File: config.mk
export PLATFORM = sky130hd
export DESIGN_NAME = keypad_setpoint_editor_flat
export DESIGN_NICKNAME = d
export VERILOG_FILES = /design/src/sv/kse_pkg.sv /design/src/sv/kse_if.sv /design/src/sv/kse_front.sv /design/src/sv/kse_queue.sv /design/src/sv/kse_back.sv /design/src/sv/keypad_setpoint_editor.sv /design/src/flat_wrapper.sv
export VERILOG_INCLUDE_DIRS = /design/src /design/src/sv
export SDC_FILE = /design/constraint.sdc
export NUM_CORES = 1
export LEC_CHECK = 0
export BUFFER_PORTS_ARGS = -buffer_cell sky130_fd_sc_hd__buf_2
export CORE_UTILIZATION = 35
export CTS_BUF_LIST = sky130_fd_sc_hd__clkbuf_8
export DETAILED_ROUTE_END_ITERATION = 16
export GPL_ROUTABILITY_DRIVEN = 0
export SYNTH_ARGS = -nofsm -noshare
export SYNTH_HDL_FRONTEND = slang
export SYNTH_HIERARCHICAL = 1
export SYNTH_SLANG_ARGS = --single-unit
File: constraint.sdc
create_clock -name clk_i -period 19.45 [get_ports clk_i]
set_input_delay 2.9175 -clock clk_i [delete_from_list [all_inputs] [get_ports clk_i]]
set_output_delay 2.9175 -clock clk_i [all_outputs]
set_load 0.005 [all_outputs]
File: src/sv/keypad_setpoint_editor_assert.svh
// Assertion helpers for the setpoint editor; clk_i and rst_ni are taken from scope.
`ifndef KEYPAD_SETPOINT_EDITOR_ASSERT_SVH
`define KEYPAD_SETPOINT_EDITOR_ASSERT_SVH

// same-cycle implication
`define KSE_ASSERT_IMP(lbl, ante, cons, msg) \
  lbl: assert property (@(posedge clk_i) disable iff (!rst_ni) (ante) |-> (cons)) \
    else $error(msg);

// next-cycle implication
`define KSE_ASSERT_NXT(lbl, ante, cons, msg) \
  lbl: assert property (@(posedge clk_i) disable iff (!rst_ni) (ante) |=> (cons)) \
    else $error(msg);

`endif

File: src/sv/kse_pkg.sv
package kse_pkg;

  // key indices within a tick
  localparam int unsigned KEY_MINUS = 0;
  localparam int unsigned KEY_PLUS  = 1;
  localparam int unsigned NUM_KEYS  = 4;

  // hold timer thresholds in ms
  localparam int unsigned SHORT_MS       = 1500;
  localparam int unsigned REPEAT_LOW_MS  = 1900;
  localparam int unsigned REPEAT_HIGH_MS = 2100;
  localparam int unsigned HOLD_END_MS    = 3000;

  localparam logic [1:0] MODE_NONE  = 2'd0;
  localparam logic [1:0] MODE_SPEED = 2'd1;
  localparam logic [1:0] MODE_TIME  = 2'd2;

  localparam logic [1:0] BLINK_NONE = 2'd0;
  localparam logic [1:0] BLINK_EDIT = 2'd1;
  localparam logic [1:0] BLINK_MENU = 2'd2;

  // register map, index = paddr[2]
  localparam logic REG_TICK_MS    = 1'b0;
  localparam logic REG_TIME_STYLE = 1'b1;

  localparam logic [9:0] TICK_MS_RST = 10'd10;

  localparam logic [6:0] SPEED_MIN    = 7'd10;
  localparam logic [6:0] SPEED_MAX    = 7'd80;
  localparam logic [6:0] SPEED_FINE   = 7'd1;
  localparam logic [6:0] SPEED_COARSE = 7'd10;

  localparam logic [14:0] TIME_LIMIT = 15'd28800;

  typedef struct packed {
    logic [1:0] arrow_short;   // minus, plus released before 1.5 s
    logic [1:0] arrow_rep;     // minus, plus auto-repeat
    logic [1:0] action_short;  // start, menu released before 1.5 s
    logic [1:0] action_beep;   // start, menu hold beep
    logic       coarse;
  } kse_evt_t;

endpackage

File: src/sv/kse_if.sv
interface kse_tick_if;
  logic valid;
  logic ready;
  logic key_minus_level;
  logic key_plus_level;
  logic key_start_level;
  logic key_menu_level;
  logic coarse_unit;

  modport source (
    output valid, key_minus_level, key_plus_level, key_start_level, key_menu_level,
           coarse_unit,
    input  ready
  );
  modport sink (
    input  valid, key_minus_level, key_plus_level, key_start_level, key_menu_level,
           coarse_unit,
    output ready
  );
endinterface

interface kse_result_if;
  logic        valid;
  logic        ready;
  logic [6:0]  speed_setpoint;
  logic [14:0] time_setpoint;
  logic [1:0]  edit_mode;
  logic        running;
  logic        run_started;
  logic        value_edited;
  logic [1:0]  blink_code;
  logic        short_beep;
  logic        double_beep;

  modport source (
    output valid, speed_setpoint, time_setpoint, edit_mode, running, run_started,
           value_edited, blink_code, short_beep, double_beep,
    input  ready
  );
  modport sink (
    input  valid, speed_setpoint, time_setpoint, edit_mode, running, run_started,
           value_edited, blink_code, short_beep, double_beep,
    output ready
  );
endinterface

File: src/sv/kse_front.sv
module kse_front #(
  parameter int unsigned TIMER_BITS = 16
) (
  input  logic              clk_i,
  input  logic              rst_ni,
  kse_tick_if.sink          tick_i,
  input  logic [9:0]        tick_ms_i,
  input  logic              q_full_i,
  output logic              push_o,
  output kse_pkg::kse_evt_t evt_o
);
  import kse_pkg::*;

  localparam logic [TIMER_BITS-1:0] T_SHORT = TIMER_BITS'(SHORT_MS);
  localparam logic [TIMER_BITS-1:0] T_RLOW  = TIMER_BITS'(REPEAT_LOW_MS);
  localparam logic [TIMER_BITS-1:0] T_RHIGH = TIMER_BITS'(REPEAT_HIGH_MS);
  localparam logic [TIMER_BITS-1:0] T_HEND  = TIMER_BITS'(HOLD_END_MS);

  logic [TIMER_BITS-1:0] timer_q [NUM_KEYS];
  logic [TIMER_BITS-1:0] timer_d [NUM_KEYS];
  logic [TIMER_BITS-1:0] tsat    [NUM_KEYS];
  logic [TIMER_BITS-1:0] t1      [NUM_KEYS];
  logic [TIMER_BITS:0]   tsum    [NUM_KEYS];
  logic [NUM_KEYS-1:0]   seen_q, seen_d, lvl, pr;
  logic [1:0]            latch_q, latch_d;
  logic                  accept;

  assign lvl    = {tick_i.key_menu_level, tick_i.key_start_level,
                   tick_i.key_plus_level, tick_i.key_minus_level};
  assign tick_i.ready = !q_full_i;
  assign accept = tick_i.valid && !q_full_i;
  assign push_o = accept;

  // saturating timer add; a latched action key stops counting
  always_comb begin
    for (int k = 0; k < NUM_KEYS; k++) begin
      tsum[k] = {1'b0, timer_q[k]} + (TIMER_BITS + 1)'(tick_ms_i);
      tsat[k] = tsum[k][TIMER_BITS] ? '1 : tsum[k][TIMER_BITS-1:0];
    end
    pr[1:0] = ~lvl[1:0];
    pr[3:2] = ~lvl[3:2] & ~latch_q;
    for (int k = 0; k < NUM_KEYS; k++) begin
      t1[k] = pr[k] ? tsat[k] : timer_q[k];
    end
  end

  always_comb begin
    evt_o        = '0;
    evt_o.coarse = tick_i.coarse_unit;
    latch_d      = latch_q;
    for (int k = 0; k < 2; k++) begin
      timer_d[k] = t1[k];
      seen_d[k]  = seen_q[k] | pr[k];
      if (seen_d[k]) begin
        if (lvl[k]) begin
          evt_o.arrow_short[k] = t1[k] < T_SHORT;
          seen_d[k]  = 1'b0;
          timer_d[k] = '0;
        end else if (t1[k] > T_RLOW && t1[k] < T_RHIGH) begin
          evt_o.arrow_rep[k] = 1'b1;
          seen_d[k]  = 1'b0;
          timer_d[k] = T_SHORT;
        end
      end
    end
    for (int j = 0; j < 2; j++) begin
      timer_d[j+2] = t1[j+2];
      seen_d[j+2]  = seen_q[j+2] | pr[j+2];
      if (seen_d[j+2]) begin
        if (lvl[j+2]) begin
          evt_o.action_short[j] = t1[j+2] < T_SHORT;
          seen_d[j+2]  = 1'b0;
          latch_d[j]   = 1'b0;
          timer_d[j+2] = '0;
        end else if (t1[j+2] > T_SHORT && t1[j+2] < T_HEND && !latch_q[j]) begin
          evt_o.action_beep[j] = 1'b1;
          latch_d[j] = 1'b1;
        end
      end
    end
  end

  always_ff @(posedge clk_i or negedge rst_ni) begin
    if (!rst_ni) begin
      for (int k = 0; k < NUM_KEYS; k++) begin
        timer_q[k] <= '0;
      end
      seen_q  <= '0;
      latch_q <= '0;
    end else if (accept) begin
      for (int k = 0; k < NUM_KEYS; k++) begin
        timer_q[k] <= timer_d[k];
      end
      seen_q  <= seen_d;
      latch_q <= latch_d;
    end
  end

endmodule

File: src/sv/kse_queue.sv
module kse_queue (
  input  logic              clk_i,
  input  logic              rst_ni,
  input  logic              push_i,
  input  kse_pkg::kse_evt_t push_data_i,
  input  logic              pop_i,
  output kse_pkg::kse_evt_t pop_data_o,
  output logic              full_o,
  output logic              empty_o
);
  import kse_pkg::*;

  kse_evt_t   mem_q [2];
  logic       wr_ptr_q, rd_ptr_q;
  logic [1:0] cnt_q, cnt_d;

  assign full_o     = cnt_q == 2'd2;
  assign empty_o    = cnt_q == 2'd0;
  assign pop_data_o = mem_q[rd_ptr_q];

  always_comb begin
    cnt_d = cnt_q;
    if (push_i && !pop_i) begin
      cnt_d = cnt_q + 2'd1;
    end else if (pop_i && !push_i) begin
      cnt_d = cnt_q - 2'd1;
    end
  end

  always_ff @(posedge clk_i) begin
    if (push_i) begin
      mem_q[wr_ptr_q] <= push_data_i;
    end
  end

  always_ff @(posedge clk_i or negedge rst_ni) begin
    if (!rst_ni) begin
      wr_ptr_q <= 1'b0;
      rd_ptr_q <= 1'b0;
      cnt_q    <= 2'd0;
    end else begin
      cnt_q <= cnt_d;
      if (push_i) begin
        wr_ptr_q <= ~wr_ptr_q;
      end
      if (pop_i) begin
        rd_ptr_q <= ~rd_ptr_q;
      end
    end
  end

endmodule

File: src/sv/kse_back.sv
module kse_back (
  input  logic              clk_i,
  input  logic              rst_ni,
  input  logic              time_style_i,
  input  kse_pkg::kse_evt_t evt_i,
  input  logic              q_empty_i,
  output logic              pop_o,
  kse_result_if.source      result_o
);
  import kse_pkg::*;

  localparam logic signed [16:0] T_ZERO  = 17'sd0;
  localparam logic signed [16:0] T_ONE   = 17'sd1;
  localparam logic signed [16:0] T_TEN   = 17'sd10;
  localparam logic signed [16:0] T_59    = 17'sd59;
  localparam logic signed [16:0] T_MIN   = 17'sd60;
  localparam logic signed [16:0] T_10MIN = 17'sd600;
  localparam logic signed [16:0] T_HOUR  = 17'sd3600;
  localparam logic signed [16:0] T_MAXS  = 17'sd5940;
  localparam logic signed [16:0] T_MAXH  = 17'sd28800;

  function automatic logic [6:0] speed_step(logic up, logic held, logic [6:0] cur);
    logic [6:0] d;
    logic [6:0] s;
    d = held ? SPEED_COARSE : SPEED_FINE;
    s = up ? cur + d : cur - d;
    if (s < SPEED_MIN) s = SPEED_MIN;
    if (s > SPEED_MAX) s = SPEED_MAX;
    return s;
  endfunction

  function automatic logic [14:0] time_step(logic style, logic up, logic held,
                                            logic coarse, logic [14:0] cur);
    logic signed [16:0] t;
    t = signed'({2'b00, cur});
    if (style) begin
      if (up) begin
        if (coarse) begin
          t = t + T_HOUR;
        end else if (held) begin
          t = t + T_10MIN;
          if (t > T_HOUR) t = T_HOUR;
        end else begin
          t = t + T_MIN;
        end
        if (t > T_MAXH) t = T_MAXH;
      end else begin
        if (coarse) t = t - ((t == T_HOUR) ? T_MIN : T_HOUR);
        else        t = t - (held ? T_10MIN : T_MIN);
        if (t < T_MIN) t = T_ZERO;
      end
    end else begin
      if (up) begin
        // empty timer: a fine step jumps straight to a minute
        if (t == T_ZERO) t = t + (held ? T_MIN : T_59);
        if (!coarse) begin
          t = t + (held ? T_TEN : T_ONE);
          if (held && t > T_MIN) t = T_MIN;
        end else begin
          t = t + (held ? T_10MIN : T_MIN);
        end
        if (t > T_MAXS) t = T_MAXS;
      end else begin
        if (held) t = t - (coarse ? T_10MIN : T_TEN);
        else      t = t - ((t <= T_MIN) ? T_ONE : T_MIN);
        if (t < T_ONE) t = T_ZERO;
      end
    end
    return t[14:0];
  endfunction

  logic [1:0]  mode_q, mode_d;
  logic [6:0]  speed_q, speed_d;
  logic [14:0] time_q, time_d;
  logic        run_q, run_d;
  logic        started, edited, short_b, double_b;
  logic [1:0]  blink;
  logic        held;
  logic        out_valid_q;

  assign pop_o = !q_empty_i && (!out_valid_q || result_o.ready);

  // minus, plus, start, menu in that order
  always_comb begin
    mode_d   = mode_q;
    speed_d  = speed_q;
    time_d   = time_q;
    run_d    = run_q;
    started  = 1'b0;
    edited   = 1'b0;
    short_b  = 1'b0;
    double_b = |evt_i.action_beep;
    blink    = BLINK_NONE;
    held     = 1'b0;
    for (int k = 0; k < 2; k++) begin
      held = evt_i.arrow_rep[k];
      if (evt_i.arrow_short[k] || evt_i.arrow_rep[k]) begin
        unique case (mode_q)
          MODE_SPEED: begin
            speed_d = speed_step(k == KEY_PLUS, held, speed_d);
            edited  = 1'b1;
            blink   = BLINK_EDIT;
          end
          MODE_TIME: begin
            time_d = time_step(time_style_i, k == KEY_PLUS, held, evt_i.coarse, time_d);
            edited = 1'b1;
            blink  = BLINK_EDIT;
          end
          default: begin
            double_b = 1'b1;
          end
        endcase
      end
    end
    if (evt_i.action_short[0]) begin
      run_d   = !run_q;
      started = !run_q;
      mode_d  = MODE_NONE;
      short_b = 1'b1;
    end
    if (evt_i.action_short[1]) begin
      mode_d  = (mode_d >= MODE_TIME) ? MODE_NONE : mode_d + 2'd1;
      blink   = BLINK_MENU;
      short_b = 1'b1;
    end
  end

  always_ff @(posedge clk_i or negedge rst_ni) begin
    if (!rst_ni) begin
      mode_q      <= MODE_NONE;
      speed_q     <= SPEED_MIN;
      time_q      <= '0;
      run_q       <= 1'b0;
      out_valid_q <= 1'b0;
    end else begin
      if (pop_o) begin
        mode_q      <= mode_d;
        speed_q     <= speed_d;
        time_q      <= time_d;
        run_q       <= run_d;
        out_valid_q <= 1'b1;
      end else if (result_o.ready) begin
        out_valid_q <= 1'b0;
      end
    end
  end

  always_ff @(posedge clk_i) begin
    if (pop_o) begin
      result_o.speed_setpoint <= speed_d;
      result_o.time_setpoint  <= time_d;
      result_o.edit_mode      <= mode_d;
      result_o.running        <= run_d;
      result_o.run_started    <= started;
      result_o.value_edited   <= edited;
      result_o.blink_code     <= blink;
      result_o.short_beep     <= short_b;
      result_o.double_beep    <= double_b;
    end
  end

  assign result_o.valid = out_valid_q;

endmodule

File: src/sv/keypad_setpoint_editor.sv
// Keypad setpoint editor.
// tick_i takes one request per key scan: four active-low key levels and the
// coarse-unit flag. result_o gives one result per request, in order: speed and
// time setpoints, edit mode, run flag and the beep, blink and edit pulses.
// Both channels use valid/ready; a request is taken when both are high.
// The APB port sets tick_ms (0x0) and time_style (0x4); write only while idle.
// Events pass through the queue into the result register. One request per
// cycle is taken while the queue has room. The front stage updates the hold
// timers and classifies key events in the accept cycle; the back stage applies
// them to the setpoints one entry per cycle, while results are taken, from a
// two-entry event queue. When the receiver stalls, the result register holds,
// the queue fills and tick_i.ready drops after two further requests.
// Reset clears all hold timers, mode 0, speed 10, time 0, not running,
// tick_ms 10, time_style 0; no clearing pass is needed.
`include "keypad_setpoint_editor_assert.svh"

module keypad_setpoint_editor #(
  parameter int unsigned TIMER_BITS = 16
) (
  input  logic        clk_i,
  input  logic        rst_ni,
  kse_tick_if.sink    tick_i,
  kse_result_if.source result_o,
  input  logic        psel,
  input  logic        penable,
  input  logic        pwrite,
  input  logic [2:0]  paddr,
  input  logic [31:0] pwdata,
  output logic [31:0] prdata,
  output logic        pready
);
  import kse_pkg::*;

  logic [9:0] tick_ms_q;
  logic       time_style_q;
  logic       cfg_we;
  logic       push, pop, q_full, q_empty;
  kse_evt_t   evt_push, evt_pop;

  assign pready = 1'b1;
  assign cfg_we = psel && penable && pwrite;

  always_ff @(posedge clk_i or negedge rst_ni) begin
    if (!rst_ni) begin
      tick_ms_q    <= TICK_MS_RST;
      time_style_q <= 1'b0;
    end else if (cfg_we) begin
      unique case (paddr[2])
        REG_TICK_MS:    tick_ms_q    <= pwdata[9:0];
        REG_TIME_STYLE: time_style_q <= pwdata[0];
        default: ;
      endcase
    end
  end

  always_comb begin
    unique case (paddr[2])
      REG_TICK_MS:    prdata = {22'd0, tick_ms_q};
      REG_TIME_STYLE: prdata = {31'd0, time_style_q};
      default:        prdata = '0;
    endcase
  end

  kse_front #(
    .TIMER_BITS(TIMER_BITS)
  ) u_front (
    .clk_i    (clk_i),
    .rst_ni   (rst_ni),
    .tick_i   (tick_i),
    .tick_ms_i(tick_ms_q),
    .q_full_i (q_full),
    .push_o   (push),
    .evt_o    (evt_push)
  );

  kse_queue u_queue (
    .clk_i      (clk_i),
    .rst_ni     (rst_ni),
    .push_i     (push),
    .push_data_i(evt_push),
    .pop_i      (pop),
    .pop_data_o (evt_pop),
    .full_o     (q_full),
    .empty_o    (q_empty)
  );

  kse_back u_back (
    .clk_i       (clk_i),
    .rst_ni      (rst_ni),
    .time_style_i(time_style_q),
    .evt_i       (evt_pop),
    .q_empty_i   (q_empty),
    .pop_o       (pop),
    .result_o    (result_o)
  );

  `KSE_ASSERT_NXT(a_push_lands, push, !q_empty, "accepted tick missing from event queue")
  `KSE_ASSERT_IMP(a_start_on, result_o.valid && result_o.run_started,
                  result_o.running && result_o.short_beep, "run_started without run")
  `KSE_ASSERT_IMP(a_ranges, result_o.valid,
                  result_o.speed_setpoint >= SPEED_MIN && result_o.speed_setpoint <= SPEED_MAX
                  && result_o.time_setpoint <= TIME_LIMIT && result_o.edit_mode != 2'd3,
                  "setpoint out of range")
  `KSE_ASSERT_IMP(a_edit_blink, result_o.valid && result_o.value_edited,
                  result_o.blink_code != BLINK_NONE, "edit without blink")

endmodule

File: src/flat_wrapper.sv
// flat-port wrapper written by rule: the top's interface ports become plain ports
module keypad_setpoint_editor_flat import kse_pkg::*;
#(
  parameter int unsigned TIMER_BITS = 16
)
  (clk_i, rst_ni, psel, penable, pwrite, paddr, pwdata, prdata, pready, tick_i_valid, tick_i_key_minus_level, tick_i_key_plus_level, tick_i_key_start_level, tick_i_key_menu_level, tick_i_coarse_unit, tick_i_ready, result_o_valid, result_o_speed_setpoint, result_o_time_setpoint, result_o_edit_mode, result_o_running, result_o_run_started, result_o_value_edited, result_o_blink_code, result_o_short_beep, result_o_double_beep, result_o_ready);
  kse_tick_if tick_i_i ();
  kse_result_if result_o_i ();
  input  logic clk_i;
  input  logic rst_ni;
  input  logic psel;
  input  logic penable;
  input  logic pwrite;
  input  logic [2:0] paddr;
  input  logic [31:0] pwdata;
  output logic [31:0] prdata;
  output logic pready;
  input wire logic [$bits(tick_i_i.valid)-1:0] tick_i_valid;
  input wire logic [$bits(tick_i_i.key_minus_level)-1:0] tick_i_key_minus_level;
  input wire logic [$bits(tick_i_i.key_plus_level)-1:0] tick_i_key_plus_level;
  input wire logic [$bits(tick_i_i.key_start_level)-1:0] tick_i_key_start_level;
  input wire logic [$bits(tick_i_i.key_menu_level)-1:0] tick_i_key_menu_level;
  input wire logic [$bits(tick_i_i.coarse_unit)-1:0] tick_i_coarse_unit;
  output wire logic [$bits(tick_i_i.ready)-1:0] tick_i_ready;
  output wire logic [$bits(result_o_i.valid)-1:0] result_o_valid;
  output wire logic [$bits(result_o_i.speed_setpoint)-1:0] result_o_speed_setpoint;
  output wire logic [$bits(result_o_i.time_setpoint)-1:0] result_o_time_setpoint;
  output wire logic [$bits(result_o_i.edit_mode)-1:0] result_o_edit_mode;
  output wire logic [$bits(result_o_i.running)-1:0] result_o_running;
  output wire logic [$bits(result_o_i.run_started)-1:0] result_o_run_started;
  output wire logic [$bits(result_o_i.value_edited)-1:0] result_o_value_edited;
  output wire logic [$bits(result_o_i.blink_code)-1:0] result_o_blink_code;
  output wire logic [$bits(result_o_i.short_beep)-1:0] result_o_short_beep;
  output wire logic [$bits(result_o_i.double_beep)-1:0] result_o_double_beep;
  input wire logic [$bits(result_o_i.ready)-1:0] result_o_ready;
  assign tick_i_i.valid = tick_i_valid;
  assign tick_i_i.key_minus_level = tick_i_key_minus_level;
  assign tick_i_i.key_plus_level = tick_i_key_plus_level;
  assign tick_i_i.key_start_level = tick_i_key_start_level;
  assign tick_i_i.key_menu_level = tick_i_key_menu_level;
  assign tick_i_i.coarse_unit = tick_i_coarse_unit;
  assign tick_i_ready = tick_i_i.ready;
  assign result_o_valid = result_o_i.valid;
  assign result_o_speed_setpoint = result_o_i.speed_setpoint;
  assign result_o_time_setpoint = result_o_i.time_setpoint;
  assign result_o_edit_mode = result_o_i.edit_mode;
  assign result_o_running = result_o_i.running;
  assign result_o_run_started = result_o_i.run_started;
  assign result_o_value_edited = result_o_i.value_edited;
  assign result_o_blink_code = result_o_i.blink_code;
  assign result_o_short_beep = result_o_i.short_beep;
  assign result_o_double_beep = result_o_i.double_beep;
  assign result_o_i.ready = result_o_ready;
  keypad_setpoint_editor #(.TIMER_BITS(TIMER_BITS)) u_core (.clk_i(clk_i), .rst_ni(rst_ni), .tick_i(tick_i_i), .result_o(result_o_i), .psel(psel), .penable(penable), .pwrite(pwrite), .paddr(paddr), .pwdata(pwdata), .prdata(prdata), .pready(pready));
endmodule
==> out/metrics.csv <==
metric,value,unit
"Slowest-stage cell, CP",a311oi_1,
leakage power,0.00702,uW
overall routed net length,51.0,mm
Setup crit start kind,flop,
DRC viols,0,
Worst Setup End Kind,flop,
Post-synth top flop,dfrtp_1,
XOR/XNOR Fraction of Synth Area,4.72,%
Inst Count DP,2602,
Worst EP required,19660,ps
adder-cell share of the synthesized area,7.59,%
Port-buffer cells,65,
Worst-path clk slew,100,ps
cell mode on critical path,nand2_1,
Die Span X,217,microns
"EDFF count, synth",49,
Setup Slack @ Placement,8980,ps
"commonest non-fill, non-tap cell in the layout",nand2_1,
Congestion Overflow GR,0,
fin nets,2160,
Hold Crit Class,reg -> reg,
count of final setup violators,0,
Final WS setup,8590,ps
largest area contributor in the netlist,dfrtp_1,
clk root buf,clkbuf_8,
Final Cycle Share,55.8,%
Die ar.,0.0470,sq mm
setup TNS,0,ps
cts repair resizes,0,
Fmax achieved,92.1,MHz
Die Ht,217,microns
Fin Clk Skew,9.98,ps
"Largest stage delay, worst path",640,ps
synthesized area,0.0162,sq mm
Post-synth ARST share,69.4,%
IO Count,113,
H-tree Lvls,4,
library cells used by synthesis,121,
DR pass1 iterations,6,
mux share of post-synthesis cell area,3.20,%
"flops & latches, synth",160,
postcts setup bufs,0,
fillers,4718,
final slew viol count,0,
status,"complete, no violations",
largest family of logic cells by synthesized area,compound AO/OA/AOI/OAI gates,
"Avg Cell Area, Syn",8.02,sq um
first-pass GRT wire length,81.6,mm
initial antenna violation count,2,
Detail Route Antenna Nets,0,
WP data arrival,11070,ps
Fin. Hold Viols,0,
Worst-Margin Slew,1330,ps
layout cells sized above 1,11.2,%
synthesized instance count,2014,
RSZ-0062 raised after global routing,no,
post-DP HPWL,38.1,mm
critical path's top delay family,simple AND/OR/NAND/NOR gates,
critical path buffer and inverter count,4,
Vias,15900,
Avg WL per Cell,19.3,microns
Slew headroom,10.6,%
vias per cell,6.03,
core area,0.0455,sq mm
maximum VDD drop,81.5,uV
TritonCTS clock tree,yes,
critical path class,reg -> reg,
post-synthesis compound-gate area fraction,29.0,%
share of the synthesized area in the top cell type,16.6,%
register area share after synthesis,26.3,%
most frequent cells in the layout,"202 x nand2_1, 185 x nor2_1, 154 x a21oi_1",
row cnt,78,
initial DRC count,1734,
GRT Resource Usage Total,21.5,%
multi-input logic area,0.0112,sq mm
largest net degree at the start of global routing,69,
Clock Sinks,160,
PD cells,191,mW/mm^2
number of buffers created by CTS,17,
CP max FO,34,
Synth Warn #,6,
CTS max path bufs,2,
hold-fix buffers at CTS,0,
P&R area growth vs syn,7.25,%
number of global-route vias before repair,15000,
flip-flop and latch area,0.00425,sq mm
ranking of synthesized cells by area,"dfrtp_1 17%, edfxtp_1 9.1%, ha_1 6.3%, a21oi_1 4.8%, nand2_1 4.7%",
fin cells,2635,
Final min period,10860,ps
clk_lat worst skew,490,ps
Synth Area in Simple Gates,23.9,%
Starting Density,35.5,%
Max Cap Viol,0,
final timing paths:
| check | from | end | slack, ps | depth (start not counted) |
|---|---|---|---|---|
| max reg2reg | u_core/u_queue/rd_ptr_q$_DFFE_PN0P_ | u_core/u_back/result_o.time_setpoint[8]$_DFFE_PP_ | 8590 | 36 |
| min in group asynchronous | rst_ni | u_core/u_front/timer_q[23]$_DFFE_PN0P_ | 2440 | 1 |
| min reg2reg | u_core/u_queue/wr_ptr_q$_DFFE_PN0P_ | u_core/u_queue/wr_ptr_q$_DFFE_PN0P_ | 490 | 1 |
| max | u_core/u_queue/rd_ptr_q$_DFFE_PN0P_ | u_core/u_back/result_o.time_setpoint[8]$_DFFE_PP_ | 8590 | 36 |
| max in group asynchronous | rst_ni | u_core/u_front/timer_q[13]$_DFFE_PN0P_ | 15650 | 2 |
| min | u_core/u_queue/wr_ptr_q$_DFFE_PN0P_ | u_core/u_queue/wr_ptr_q$_DFFE_PN0P_ | 490 | 1 |
stage by stage:
| stage | cell area [sq um] | total power [uW] | utilization, % | hold WS, ps |
|---|---|---|---|---|
| after CTS | 17300 | 3260 | 38.1 | 487 |
| after global routing | 17300 | 3570 | 38.1 | 507 |
| after floorplan | 16200 | 2370 | - | 449 |
| after detailed placement | 16900 | 2980 | 37.2 | 467 |
| after global placement | 16900 | 2940 | 37.2 | 465 |
| final | 17300 | 3300 | 38.1 | 487 |
where the power goes:
part	internal, uW	switching [uW]
sequential	503	165
combinational	879	1490
clock	110	155
routing by layer:
metal	up-vias	GRT usage, %	wire length (microns)
met3	121	3.16	3610
met4	2	8.15	1740
met2	678	35.3	23200
li1	7551	-	-
met5	-	0	10
met1	7538	28.5	22400
cells in the mapped netlist, types with 18 or more instances:
library cell and number:
nand2_1 203, nor2_1 185, a21oi_1 154, o21ai_0 130, dfrtp_1 107, ha_1 82
clkbuf_1 75, inv_1 67, nor3_1 65, xnor2_1 64, nand3_1 62, edfxtp_1 49
a31oi_1 39, a21o_1 37, nand2b_1 28, nand4_1 28, a211oi_1 26, o211ai_1 26
buf_4 25, nor2b_1 25, nor4_1 25, o31ai_1 24, xor2_1 23, and3_1 22
o21a_1 21, mux2_2 20, o21ai_1 18
cell type report:
class / count / share of cell area, %
multi-input cells: 1685 / 64.4
repair buffers: 85 / 2.76
well taps: 600 / 4.33
clock buffers: 17 / 1.35
diodes: 1 / 0.0144
clock inverters: 15 / 1.08
inverters: 72 / 1.56
flip-flops and latches: 160 / 24.5
flip-flops by register name (all words and copies together) (netlist names), 2 cells and up:
| register | count |
|---|---|
| u_core/u_front/latch_q | 2 |
| u_core/u_back/mode_q | 2 |
| u_core/tick_ms_q | 10 |
| u_core/u_back/result_o.speed_setpoint | 7 |
| u_core/u_back/result_o.blink_code | 2 |
| u_core/u_front/timer_q | 64 |
| u_core/u_back/result_o.time_setpoint | 15 |
| u_core/u_front/seen_q | 4 |
| u_core/u_queue/mem_q | 18 |
| u_core/u_back/speed_q | 7 |
| u_core/u_queue/cnt_q | 2 |
| u_core/u_back/result_o.edit_mode | 2 |
| u_core/u_back/time_q | 15 |
cells by family after synthesis:
logic type | after synthesis
buffers and inverters | 190
other | 2
DFF | 160
and+or+nand+nor | 757
AOI/OAI and AO/OA | 682
adders and majority gates | 92
xor gates and xnor gates | 87
muxes | 44
worst register-to-register path: cells and delay by family (launching register included):
| family | cells | cell delay, ps |
|---|---|---|
| DFF | 1 | 630 |
| buffers and inverters | 4 | 900 |
| adders and majority gates | 4 | 1460 |
| muxes | 1 | 390 |
| xor gates and xnor gates | 1 | 180 |
| and+or+nand+nor | 16 | 4540 |
| AOI/OAI and AO/OA | 10 | 2480 |
Note: power is estimated with default switching activity, not from simulation.
